==> src/hw/rtl/gear_ratio_detector_defines.svh <==
// Assertion macros for the gear ratio detector RTL.
// Needs clk and rst_n in the scope that uses them; no other dependencies.
`ifndef GEAR_RATIO_DETECTOR_DEFINES_SVH
`define GEAR_RATIO_DETECTOR_DEFINES_SVH

`ifndef NO_ASSERTIONS

// Property that must hold at every clock edge out of reset
`define GRD_ASSERT_COMB(lbl, expr) \
  lbl: assert property (@(posedge clk) disable iff (!rst_n) (expr)) \
    else $error("assertion failed");

// Consequence that must hold on the cycle after the trigger
`define GRD_ASSERT_NEXT(lbl, pre, post) \
  lbl: assert property (@(posedge clk) disable iff (!rst_n) (pre) |=> (post)) \
    else $error("assertion failed");

`else

`define GRD_ASSERT_COMB(lbl, expr)
`define GRD_ASSERT_NEXT(lbl, pre, post)

`endif

`endif

==> src/hw/rtl/grd_pkg.sv <==
// Shared types and constants for the gear ratio detector.
// No dependencies; imported by grd_divider, grd_filter, the top level and the testbench.
`default_nettype none

package grd_pkg;

  localparam int MOTOR_W     = 15;
  localparam int WHEEL_W     = 16;
  localparam int RAW_W       = 15;
  localparam int GEAR_W      = 8;
  localparam int TABLE_W     = 64;
  localparam int TABLE_IDX_W = 3;

  localparam logic [GEAR_W:0] LOWER_BOUND_MIN = 9'd1;
  localparam logic [GEAR_W:0] UPPER_BOUND_MAX = 9'd10;

  typedef enum logic [1:0] {
    FE_IDLE,
    FE_DIV,
    FE_PUSH
  } fe_state_t;

  typedef enum logic [1:0] {
    BE_IDLE,
    BE_SCAN,
    BE_DONE
  } be_state_t;

  typedef struct packed {
    logic [GEAR_W-1:0] gear;
    logic              agrees;
  } res_t;

endpackage

`default_nettype wire

==> src/hw/rtl/grd_fifo.sv <==
// Small first-word-first-out queue of registers, parameterised in width and depth.
// Depends on the assertion macros header only.
`default_nettype none
`include "gear_ratio_detector_defines.svh"

module grd_fifo #(
  parameter int WIDTH = 15,
  parameter int DEPTH = 2
) (
  input  logic             clk,
  input  logic             rst_n,
  input  logic             push,
  output logic             full,
  input  logic [WIDTH-1:0] wdata,
  input  logic             pop,
  output logic             empty,
  output logic [WIDTH-1:0] rdata
);

  localparam int PTR_W = (DEPTH > 1) ? $clog2(DEPTH) : 1;
  localparam int CNT_W = $clog2(DEPTH + 1);
  localparam logic [PTR_W-1:0] LAST_PTR = PTR_W'(DEPTH - 1);

  logic [WIDTH-1:0] mem_r [DEPTH];
  logic [PTR_W-1:0] wr_ptr_r, wr_ptr_nxt;
  logic [PTR_W-1:0] rd_ptr_r, rd_ptr_nxt;
  logic [CNT_W-1:0] cnt_r, cnt_nxt;
  logic             do_push;
  logic             do_pop;

  assign full    = (cnt_r == CNT_W'(DEPTH));
  assign empty   = (cnt_r == '0);
  assign do_push = push && !full;
  assign do_pop  = pop && !empty;
  assign rdata   = mem_r[rd_ptr_r];

  always_comb begin
    wr_ptr_nxt = wr_ptr_r;
    rd_ptr_nxt = rd_ptr_r;
    cnt_nxt    = cnt_r;
    if (do_push) begin
      wr_ptr_nxt = (wr_ptr_r == LAST_PTR) ? '0 : wr_ptr_r + PTR_W'(1);
    end
    if (do_pop) begin
      rd_ptr_nxt = (rd_ptr_r == LAST_PTR) ? '0 : rd_ptr_r + PTR_W'(1);
    end
    if (do_push && !do_pop) begin
      cnt_nxt = cnt_r + CNT_W'(1);
    end else if (do_pop && !do_push) begin
      cnt_nxt = cnt_r - CNT_W'(1);
    end
  end

  always_ff @(posedge clk) begin
    if (!rst_n) begin
      wr_ptr_r <= '0;
      rd_ptr_r <= '0;
      cnt_r    <= '0;
    end else begin
      wr_ptr_r <= wr_ptr_nxt;
      rd_ptr_r <= rd_ptr_nxt;
      cnt_r    <= cnt_nxt;
    end
  end

  always_ff @(posedge clk) begin
    if (do_push) begin
      mem_r[wr_ptr_r] <= wdata;
    end
  end

  `GRD_ASSERT_NEXT(a_fifo_fill, do_push && !do_pop, cnt_r == $past(cnt_r) + CNT_W'(1))

endmodule

`default_nettype wire

==> src/hw/rtl/grd_divider.sv <==
// Front part: accepts input words and forms the raw ratio with a radix-2 divider.
// Depends on grd_pkg and the assertion macros header.
`default_nettype none
`include "gear_ratio_detector_defines.svh"

module grd_divider (
  input  logic                        clk,
  input  logic                        rst_n,
  input  logic                        in_push,
  output logic                        in_full,
  input  logic [grd_pkg::MOTOR_W-1:0] in_motor_speed,
  input  logic signed [grd_pkg::WHEEL_W-1:0] in_wheel_rpm,
  output logic                        q_push,
  input  logic                        q_full,
  output logic [grd_pkg::RAW_W-1:0]   q_raw
);

  import grd_pkg::*;

  localparam int CNT_W = $clog2(RAW_W);

  fe_state_t        state_r, state_nxt;
  logic [CNT_W-1:0] cnt_r, cnt_nxt;
  logic [RAW_W-1:0] quo_r, quo_nxt;
  logic [RAW_W-1:0] rem_r, rem_nxt;
  logic [RAW_W-1:0] div_r, div_nxt;
  logic             accept;
  logic             wheel_pos;
  logic [RAW_W:0]   rem_sh;
  logic [RAW_W:0]   diff;
  logic             q_bit;

  assign accept    = in_push && !in_full;
  // positive: sign bit clear and nonzero
  assign wheel_pos = !in_wheel_rpm[WHEEL_W-1] && (in_wheel_rpm != '0);

  // one restoring step: shift in the next dividend bit, subtract if it fits
  assign rem_sh = {rem_r, quo_r[RAW_W-1]};
  assign diff   = rem_sh - {1'b0, div_r};
  assign q_bit  = (rem_sh >= {1'b0, div_r});

  always_comb begin
    state_nxt = state_r;
    unique case (state_r)
      FE_IDLE: if (accept) state_nxt = wheel_pos ? FE_DIV : FE_PUSH;
      FE_DIV:  if (cnt_r == '0) state_nxt = FE_PUSH;
      FE_PUSH: if (!q_full) state_nxt = FE_IDLE;
      default: state_nxt = FE_IDLE;
    endcase
  end

  always_comb begin
    in_full = 1'b1;
    q_push  = 1'b0;
    unique case (state_r)
      FE_IDLE: in_full = 1'b0;
      FE_DIV:  in_full = 1'b1;
      FE_PUSH: q_push  = !q_full;
      default: in_full = 1'b1;
    endcase
  end

  always_comb begin
    cnt_nxt = cnt_r;
    quo_nxt = quo_r;
    rem_nxt = rem_r;
    div_nxt = div_r;
    if (state_r == FE_IDLE && accept) begin
      cnt_nxt = CNT_W'(RAW_W - 1);
      rem_nxt = '0;
      div_nxt = in_wheel_rpm[RAW_W-1:0];
      quo_nxt = wheel_pos ? in_motor_speed : '0;
    end else if (state_r == FE_DIV) begin
      cnt_nxt = cnt_r - CNT_W'(1);
      rem_nxt = q_bit ? diff[RAW_W-1:0] : rem_sh[RAW_W-1:0];
      quo_nxt = {quo_r[RAW_W-2:0], q_bit};
    end
  end

  assign q_raw = quo_r;

  always_ff @(posedge clk) begin
    if (!rst_n) begin
      state_r <= FE_IDLE;
      cnt_r   <= '0;
    end else begin
      state_r <= state_nxt;
      cnt_r   <= cnt_nxt;
    end
  end

  always_ff @(posedge clk) begin
    quo_r <= quo_nxt;
    rem_r <= rem_nxt;
    div_r <= div_nxt;
  end

  `GRD_ASSERT_NEXT(a_div_start, state_r == FE_IDLE && accept && wheel_pos,
                   state_r == FE_DIV && rem_r == '0)

endmodule

`default_nettype wire

==> src/hw/rtl/grd_filter.sv <==
// Back part: walks the gear windows one gear a cycle, fills the history ring
// and issues the filtered gear. Depends on grd_pkg and the assertion macros header.
`default_nettype none
`include "gear_ratio_detector_defines.svh"

module grd_filter #(
  parameter int GEAR_COUNT    = 8,
  parameter int HISTORY_DEPTH = 4
) (
  input  logic                        clk,
  input  logic                        rst_n,
  input  logic                        cfg_valid,
  output logic                        cfg_ready,
  input  logic [grd_pkg::TABLE_W-1:0] cfg_gear_table,
  input  logic                        raw_empty,
  output logic                        raw_pop,
  input  logic [grd_pkg::RAW_W-1:0]   raw_data,
  input  logic                        res_full,
  output logic                        res_push,
  output grd_pkg::res_t               res_data
);

  import grd_pkg::*;

  localparam int IDX_W = $clog2(GEAR_COUNT);
  localparam int POS_W = $clog2(HISTORY_DEPTH);
  localparam logic [IDX_W-1:0] LAST_IDX = IDX_W'(GEAR_COUNT - 1);
  localparam logic [POS_W-1:0] LAST_POS = POS_W'(HISTORY_DEPTH - 1);

  be_state_t          state_r, state_nxt;
  logic [TABLE_W-1:0] table_r;
  logic [RAW_W-1:0]   raw_r, raw_nxt;
  logic [IDX_W-1:0]   idx_r, idx_nxt;
  logic [POS_W-1:0]   pos_r, pos_nxt;
  logic [GEAR_W-1:0]  hist_r   [HISTORY_DEPTH];
  logic [GEAR_W-1:0]  hist_nxt [HISTORY_DEPTH];
  logic [GEAR_W-1:0]  sel_r, sel_nxt;

  logic [TABLE_IDX_W-1:0] idx3, prv3, nxt3;
  logic [GEAR_W-1:0]      cur, prv, nxt;
  logic [GEAR_W:0]        lo_sum, hi_sum;
  logic [GEAR_W:0]        lo, hi;
  logic                   hit;
  logic                   same;

  assign cfg_ready = 1'b1;

  // window of the gear under scan
  assign idx3   = TABLE_IDX_W'(idx_r);
  assign prv3   = idx3 - TABLE_IDX_W'(1);
  assign nxt3   = idx3 + TABLE_IDX_W'(1);
  assign cur    = table_r[{idx3, 3'b000} +: GEAR_W];
  assign prv    = table_r[{prv3, 3'b000} +: GEAR_W];
  assign nxt    = table_r[{nxt3, 3'b000} +: GEAR_W];
  assign lo_sum = {1'b0, cur} + {1'b0, prv};
  assign hi_sum = {1'b0, cur} + {1'b0, nxt};
  assign lo     = (idx_r == '0) ? LOWER_BOUND_MIN : {1'b0, lo_sum[GEAR_W:1]};
  assign hi     = (idx_r == LAST_IDX) ? ({1'b0, cur} + UPPER_BOUND_MAX)
                                      : {1'b0, hi_sum[GEAR_W:1]};
  assign hit    = (raw_r >= RAW_W'(lo)) && (raw_r <= RAW_W'(hi));

  always_comb begin
    same = 1'b1;
    for (int k = 1; k < HISTORY_DEPTH; k++) begin
      if (hist_r[k] != hist_r[0]) same = 1'b0;
    end
  end

  always_comb begin
    state_nxt = state_r;
    unique case (state_r)
      BE_IDLE: if (!raw_empty) state_nxt = BE_SCAN;
      BE_SCAN: if (idx_r == LAST_IDX) state_nxt = BE_DONE;
      BE_DONE: if (!res_full) state_nxt = BE_IDLE;
      default: state_nxt = BE_IDLE;
    endcase
  end

  always_comb begin
    raw_pop  = 1'b0;
    res_push = 1'b0;
    unique case (state_r)
      BE_IDLE: raw_pop  = !raw_empty;
      BE_SCAN: raw_pop  = 1'b0;
      BE_DONE: res_push = !res_full;
      default: raw_pop  = 1'b0;
    endcase
  end

  always_comb begin
    raw_nxt = raw_r;
    idx_nxt = idx_r;
    pos_nxt = pos_r;
    sel_nxt = sel_r;
    for (int k = 0; k < HISTORY_DEPTH; k++) hist_nxt[k] = hist_r[k];
    if (state_r == BE_IDLE && !raw_empty) begin
      raw_nxt = raw_data;
      idx_nxt = '0;
    end else if (state_r == BE_SCAN) begin
      idx_nxt = idx_r + IDX_W'(1);
      if (hit) begin
        // a tie on a midpoint hits twice, on consecutive gears
        for (int k = 0; k < HISTORY_DEPTH; k++) begin
          if (pos_r == POS_W'(k)) hist_nxt[k] = cur;
        end
        pos_nxt = (pos_r == LAST_POS) ? '0 : pos_r + POS_W'(1);
      end
    end else if (state_r == BE_DONE && !res_full && same) begin
      sel_nxt = hist_r[0];
    end
  end

  assign res_data.gear   = same ? hist_r[0] : sel_r;
  assign res_data.agrees = same;

  always_ff @(posedge clk) begin
    if (!rst_n) begin
      state_r <= BE_IDLE;
      table_r <= '0;
      idx_r   <= '0;
      pos_r   <= '0;
      sel_r   <= '0;
      for (int k = 0; k < HISTORY_DEPTH; k++) hist_r[k] <= '0;
    end else begin
      state_r <= state_nxt;
      if (cfg_valid) table_r <= cfg_gear_table;
      idx_r   <= idx_nxt;
      pos_r   <= pos_nxt;
      sel_r   <= sel_nxt;
      for (int k = 0; k < HISTORY_DEPTH; k++) hist_r[k] <= hist_nxt[k];
    end
  end

  always_ff @(posedge clk) begin
    raw_r <= raw_nxt;
  end

  `GRD_ASSERT_COMB(a_pos_range, {1'b0, pos_r} < (POS_W + 1)'(HISTORY_DEPTH))
  `GRD_ASSERT_NEXT(a_scan_end, state_r == BE_SCAN && idx_r == LAST_IDX, state_r == BE_DONE)

endmodule

`default_nettype wire

==> src/hw/rtl/gear_ratio_detector.sv <==
// Top level of the gear ratio detector: divider front, gear filter back, a queue between
// them and one at the output. Depends on grd_pkg, grd_fifo, grd_divider, grd_filter.
//
//   channel  direction  handshake          payload
//   in_      input      in_push / in_full  in_motor_speed[14:0], in_wheel_rpm[15:0]
//   out_     output     out_pop / out_empty out_current_gear[7:0], out_filter_agrees
//   cfg_     input      cfg_valid/cfg_ready cfg_gear_table[63:0]
//
// Flow: the front accepts a word, divides it in 15 radix-2 steps if the wheel speed is
// positive, then hands it off; the back scans GEAR_COUNT windows and issues the result,
// one gear window a cycle, overlapped with the next divide; the slower one sets the rate.
// Reset: synchronous, active low rst_n clears table, history, selected gear and queues.
// Stalls: in_full rises while the divider is busy or cannot hand on its word;
// a full result queue holds the back, a full raw queue holds the front.
`default_nettype none

module gear_ratio_detector #(
  parameter int GEAR_COUNT    = 8,
  parameter int HISTORY_DEPTH = 4
) (
  input  logic                        clk,
  input  logic                        rst_n,
  input  logic                        in_push,
  output logic                        in_full,
  input  logic [grd_pkg::MOTOR_W-1:0] in_motor_speed,
  input  logic signed [grd_pkg::WHEEL_W-1:0] in_wheel_rpm,
  output logic                        out_empty,
  input  logic                        out_pop,
  output logic [grd_pkg::GEAR_W-1:0]  out_current_gear,
  output logic                        out_filter_agrees,
  input  logic                        cfg_valid,
  output logic                        cfg_ready,
  input  logic [grd_pkg::TABLE_W-1:0] cfg_gear_table
);

  import grd_pkg::*;

  // raw ratio queue between front and back
  logic             raw_push;
  logic             raw_full;
  logic [RAW_W-1:0] raw_wdata;
  logic             raw_pop;
  logic             raw_empty;
  logic [RAW_W-1:0] raw_rdata;

  // result queue towards the output side
  logic             res_push;
  logic             res_full;
  res_t             res_wdata;
  res_t             res_rdata;

  // front: accept a word and divide
  grd_divider u_divider (
    .clk            (clk),
    .rst_n          (rst_n),
    .in_push        (in_push),
    .in_full        (in_full),
    .in_motor_speed (in_motor_speed),
    .in_wheel_rpm   (in_wheel_rpm),
    .q_push         (raw_push),
    .q_full         (raw_full),
    .q_raw          (raw_wdata)
  );

  // decouple the divider from the gear scan
  grd_fifo #(
    .WIDTH (RAW_W),
    .DEPTH (2)
  ) u_raw_q (
    .clk   (clk),
    .rst_n (rst_n),
    .push  (raw_push),
    .full  (raw_full),
    .wdata (raw_wdata),
    .pop   (raw_pop),
    .empty (raw_empty),
    .rdata (raw_rdata)
  );

  // back: scan the gear windows, update history, issue the result
  grd_filter #(
    .GEAR_COUNT    (GEAR_COUNT),
    .HISTORY_DEPTH (HISTORY_DEPTH)
  ) u_filter (
    .clk            (clk),
    .rst_n          (rst_n),
    .cfg_valid      (cfg_valid),
    .cfg_ready      (cfg_ready),
    .cfg_gear_table (cfg_gear_table),
    .raw_empty      (raw_empty),
    .raw_pop        (raw_pop),
    .raw_data       (raw_rdata),
    .res_full       (res_full),
    .res_push       (res_push),
    .res_data       (res_wdata)
  );

  // hold finished results until the consumer pops them
  grd_fifo #(
    .WIDTH ($bits(res_t)),
    .DEPTH (2)
  ) u_res_q (
    .clk   (clk),
    .rst_n (rst_n),
    .push  (res_push),
    .full  (res_full),
    .wdata (res_wdata),
    .pop   (out_pop),
    .empty (out_empty),
    .rdata (res_rdata)
  );

  assign out_current_gear  = res_rdata.gear;
  assign out_filter_agrees = res_rdata.agrees;

endmodule

`default_nettype wire

==> config.mk <==
export PLATFORM = sky130hd
export DESIGN_NAME = gear_ratio_detector
export DESIGN_NICKNAME = d
export VERILOG_FILES = /design/src/hw/rtl/grd_pkg.sv /design/src/hw/rtl/grd_fifo.sv /design/src/hw/rtl/grd_divider.sv /design/src/hw/rtl/grd_filter.sv /design/src/hw/rtl/gear_ratio_detector.sv
export VERILOG_INCLUDE_DIRS = /design/src /design/src/hw/rtl
export SDC_FILE = /design/constraint.sdc
export NUM_CORES = 1
export LEC_CHECK = 0
export BUFFER_PORTS_ARGS = -buffer_cell sky130_fd_sc_hd__buf_2
export CELL_PAD_IN_SITES_DETAIL_PLACEMENT = 2
export CELL_PAD_IN_SITES_GLOBAL_PLACEMENT = 2
export CORE_MARGIN = 5
export CORE_UTILIZATION = 43
export DETAILED_ROUTE_END_ITERATION = 8
export GPL_TIMING_DRIVEN = 0
export PLACE_DENSITY = 0.95
export SKIP_CTS_REPAIR_TIMING = 1
export SLEW_MARGIN = 40
export SYNTH_ARGS = -nofsm -noshare
export SYNTH_HDL_FRONTEND = slang
export SYNTH_SLANG_ARGS = --single-unit
==> constraint.sdc <==
create_clock -name clk -period 8.7 [get_ports clk]
set_clock_uncertainty 0.15 [all_clocks]
set_input_delay 0.87 -clock clk [delete_from_list [all_inputs] [get_ports clk]]
set_output_delay 0.87 -clock clk [all_outputs]
set_load 0.1 [all_outputs]
==> summary.md <==
| Metric | Value |
|---|---|
| Status | `finished, final reports clean` |
| Die H | `180 microns` |
| Largest net degree at the start of global routing | `17` |
| Sequential area share after synthesis | `0.452` |
| Top Ports | `112` |
| Net count, final | `1393` |
| Synthesized cell area | `12400 sq um` |
| CTS buffer count | `27` |
| Detailed placement HPWL | `31.9 mm` |
| Post-route setup slack | `923 ps` |
| Fraction of registers with async set/reset | `0` |
| WS Path Type | `reg -> reg` |
| GPL Wtd Cong | `0.860` |
| Pwr Density | `243 nW/um^2` |
| Initial Utilization | `0.434` |
| H-tree levels | `1` |
| Pleak | `0.00598 uW` |
| HP Class | `reg -> reg` |
| CP startpoint kind | `flip-flop` |
| CP endpoint kind | `flip-flop` |
| Initial DRT Pass Iterations | `5` |
| Max Cap Viol | `0` |
| Setup violators final | `0` |
| Dominant cell type by area after synthesis | `dfxtp_1` |
| Cell family with most CP delay | `compound AO/OA/AOI/OAI gates` |
| Final hold viol count | `0` |
| Largest stage delay, worst path | `640 ps` |
| Primary FF master, synth | `dfxtp_1` |
| Final hold slack | `333 ps` |
| Global-route usage over all layers | `0.273` |
| FP Rows | `62` |
| Post-DRT Antenna Nets | `0` |
| DR iter-0 viols | `592` |
| Placed inst area | `13500 sq um` |
| Core Region | `28600 sq um` |
| WL/cell | `27.5 microns` |
| Routed WL | `45.0 mm` |
| Tcrit/Tclk final | `0.894` |
| Detailed-route via count | `9668` |
| Buffers & Inverters on Critical Path | `5` |
| Max_slew headroom | `0.417` |
| CP arrival | `8080 ps` |
| Pwr Total | `3480 uW` |
| WP data required | `9000 ps` |
| Dpl ws | `1380 ps` |
| Yosys warns | `0` |
| Vias per cell | `5.91` |
| Die area | `32400 sq um` |
| Fin crit period | `7780 ps` |
| Initial antenna violation count | `1` |
| Syn Inst Count | `1093` |
| Worst Max-Slew Pin Slew | `875 ps` |
| Max clock buf depth | `3` |
| Root Buffer | `clkbuf_16` |
| Setup_tns | `0 ps` |
| Yosys top cell area share | `0.227` |
| RSZ-0062 raised after global routing | `false` |
| Worst skew pair latency | `540 ps` |
| Fmax | `129 MHz` |
| Clock slew at reported path FFs | `60 ps` |
| Synth-to-layout area growth | `15.1%` |
| Slowest-stage cell, CP | `buf_1` |
| Crit path cell chain | `clkbuf_1 -> buf_1 -> inv_1 -> ha_1 -> clkbuf_1 -> mux4_2 -> nand3_1 -> nand2_1 -> inv_1 -> fa_1 -> nor2b_1 -> o21ai_0 -> a21oi_1 -> o21ai_0 -> a21oi_1 -> nor3_1 -> a21oi_1 -> ha_1 -> nor2b_1 -> o21ai_0 -> o211ai_1 -> a211oi_4 -> nand2_2 -> mux2i_1` |
| Commonest non-fill, non-tap cells in the layout | `141 x dfxtp_1, 125 x mux2i_1, 112 x buf_2, 94 x nor2b_1, 93 x edfxtp_1` |
| First-pass GRT wire length | `69.5 mm` |
| Fillers | `2880` |
| Top cells by area, synth | `dfxtp_1 23%, edfxtp_1 22%, mux2i_1 10%` |
| Share of cells above drive strength 1 | `0.214` |
| Peak supply drop | `0.000160 V` |
| Grt total ovfl | `0` |
| Final instance area | `14300 sq um` |
| DR DRC count | `0` |
| Clk sinks | `234` |
| Commonest non-fill, non-tap cell in the layout | `dfxtp_1` |
| Die width | `180 microns` |
| CTS tree | `built` |
| Syn_area_per_cell | `11.4 sq um` |
| Synth cell types | `66` |
| Post-synth EDFFs | `93` |
| Post-Syn Nets | `1255` |
| Port Buffers | `109` |
| Seq cells post-synth | `234` |
| Critical Path Fanout Max | `10` |
| Slew Limit Fails | `0` |
| Vias in the first global route | `11464` |
## path summary, 6_finish.rpt
kind,startpoint,endpoint,slack (ps),cells after the start
hold / removal,u_divider.rem_r[10]$_SDFFE_PP0P_,u_divider.rem_r[10]$_SDFFE_PP0P_,330,2
setup reg to reg,u_filter.idx3[1]$_SDFFE_PP0P_,u_filter.hist_r[1][2]$_SDFFE_PN0P_,920,24
hold reg to reg,u_divider.rem_r[10]$_SDFFE_PP0P_,u_divider.rem_r[10]$_SDFFE_PP0P_,330,2
setup / recovery,u_filter.idx3[1]$_SDFFE_PP0P_,u_filter.hist_r[1][2]$_SDFFE_PN0P_,920,24
## per-layer routing
layer  track usage  routed length (microns)  vias up
met2         0.513                    24100      347
met1         0.304                    16700     4911
met3        0.0372                     1920      162
met5             0                        0        -
li1              -                        -     4248
met4         0.123                     2240        0
## layout make-up
type / count / area, sq um / share of cell area
Tap cell: 384 / 480 / 0.0336
Multi-Input combinational cell: 766 / 6440 / 0.450
Clock inverter: 12 / 129 / 0.00901
Antenna cell: 1 / 2.50 / 0.000175
Timing Repair Buffer: 109 / 546 / 0.0381
Buffer: 51 / 221 / 0.0155
Inverter: 42 / 158 / 0.0110
Sequential cell: 234 / 5620 / 0.392
Clock buffer: 37 / 713 / 0.0498
## synthesized netlist by cell type (all sizes together), types with 16 or more instances
| cell type | number |
|---|---|
| dfxtp | 141 |
| mux2i | 125 |
| nor2b | 96 |
| edfxtp | 93 |
| nand2 | 89 |
| mux2 | 65 |
| ha | 59 |
| inv | 42 |
| clkbuf | 37 |
| a21oi | 35 |
| mux4 | 34 |
| o21ai | 34 |
| nor2 | 31 |
| xnor2 | 24 |
| a22o | 18 |
| xor2 | 16 |
## power by group
group          total, uW  internal [uW]  leakage (uW)  switching [uW]
registers           1340           1260       0.00202            82.0
logic               1030            413       0.00354             613
clock network       1120            658      0.000410             458
## tightest hold or removal path, delay by kind of cell (launching register included)
kind	cells	cell delay (ps)
simple gates	1	60
flops	1	330
compound gates	1	50
## per-stage QoR
| step | std cells | utilization |
|---|---|---|
| floorplan | 1093 | - |
| global placement | 1586 | 0.470 |
| detailed placement | 1586 | 0.470 |
| CTS | 1635 | 0.499 |
| global route | 1636 | 0.500 |
| finish | 1636 | 0.500 |
## kinds of logic (layout without fill, tap and decap cells)
family,after synthesis,after routing,share of synthesized area
AOI/OAI and AO/OA,145,145,0.0789
xor gates and xnor gates,40,40,0.0288
adders and majority gates,62,62,0.0642
buffers and inverters,93,251,0.0305
DFF,234,234,0.452
muxes,224,224,0.221
other,1,2,0.000302
and+or+nand+nor,294,294,0.124
## flip-flops by register name, indices dropped and copies added, names as in the netlist, 2 cells and up, named ones only
| register | cells |
|---|---|
| u_filter.table_r | 64 |
| u_filter.hist_r | 32 |
| u_raw_q.mem_r | 30 |
| u_res_q.mem_r | 18 |
| u_divider.div_r | 15 |
| u_divider.q_raw | 15 |
| u_divider.rem_r | 15 |
| u_filter.raw_r | 15 |
| u_filter.sel_r | 8 |
| u_divider.cnt_r | 4 |
| u_filter.idx3 | 3 |
| u_divider.state_r | 2 |
| u_filter.pos_r | 2 |
| u_filter.state_r | 2 |
| u_raw_q.cnt_r | 2 |
| u_res_q.cnt_r | 2 |
Power figures use the tool's default switching activity.
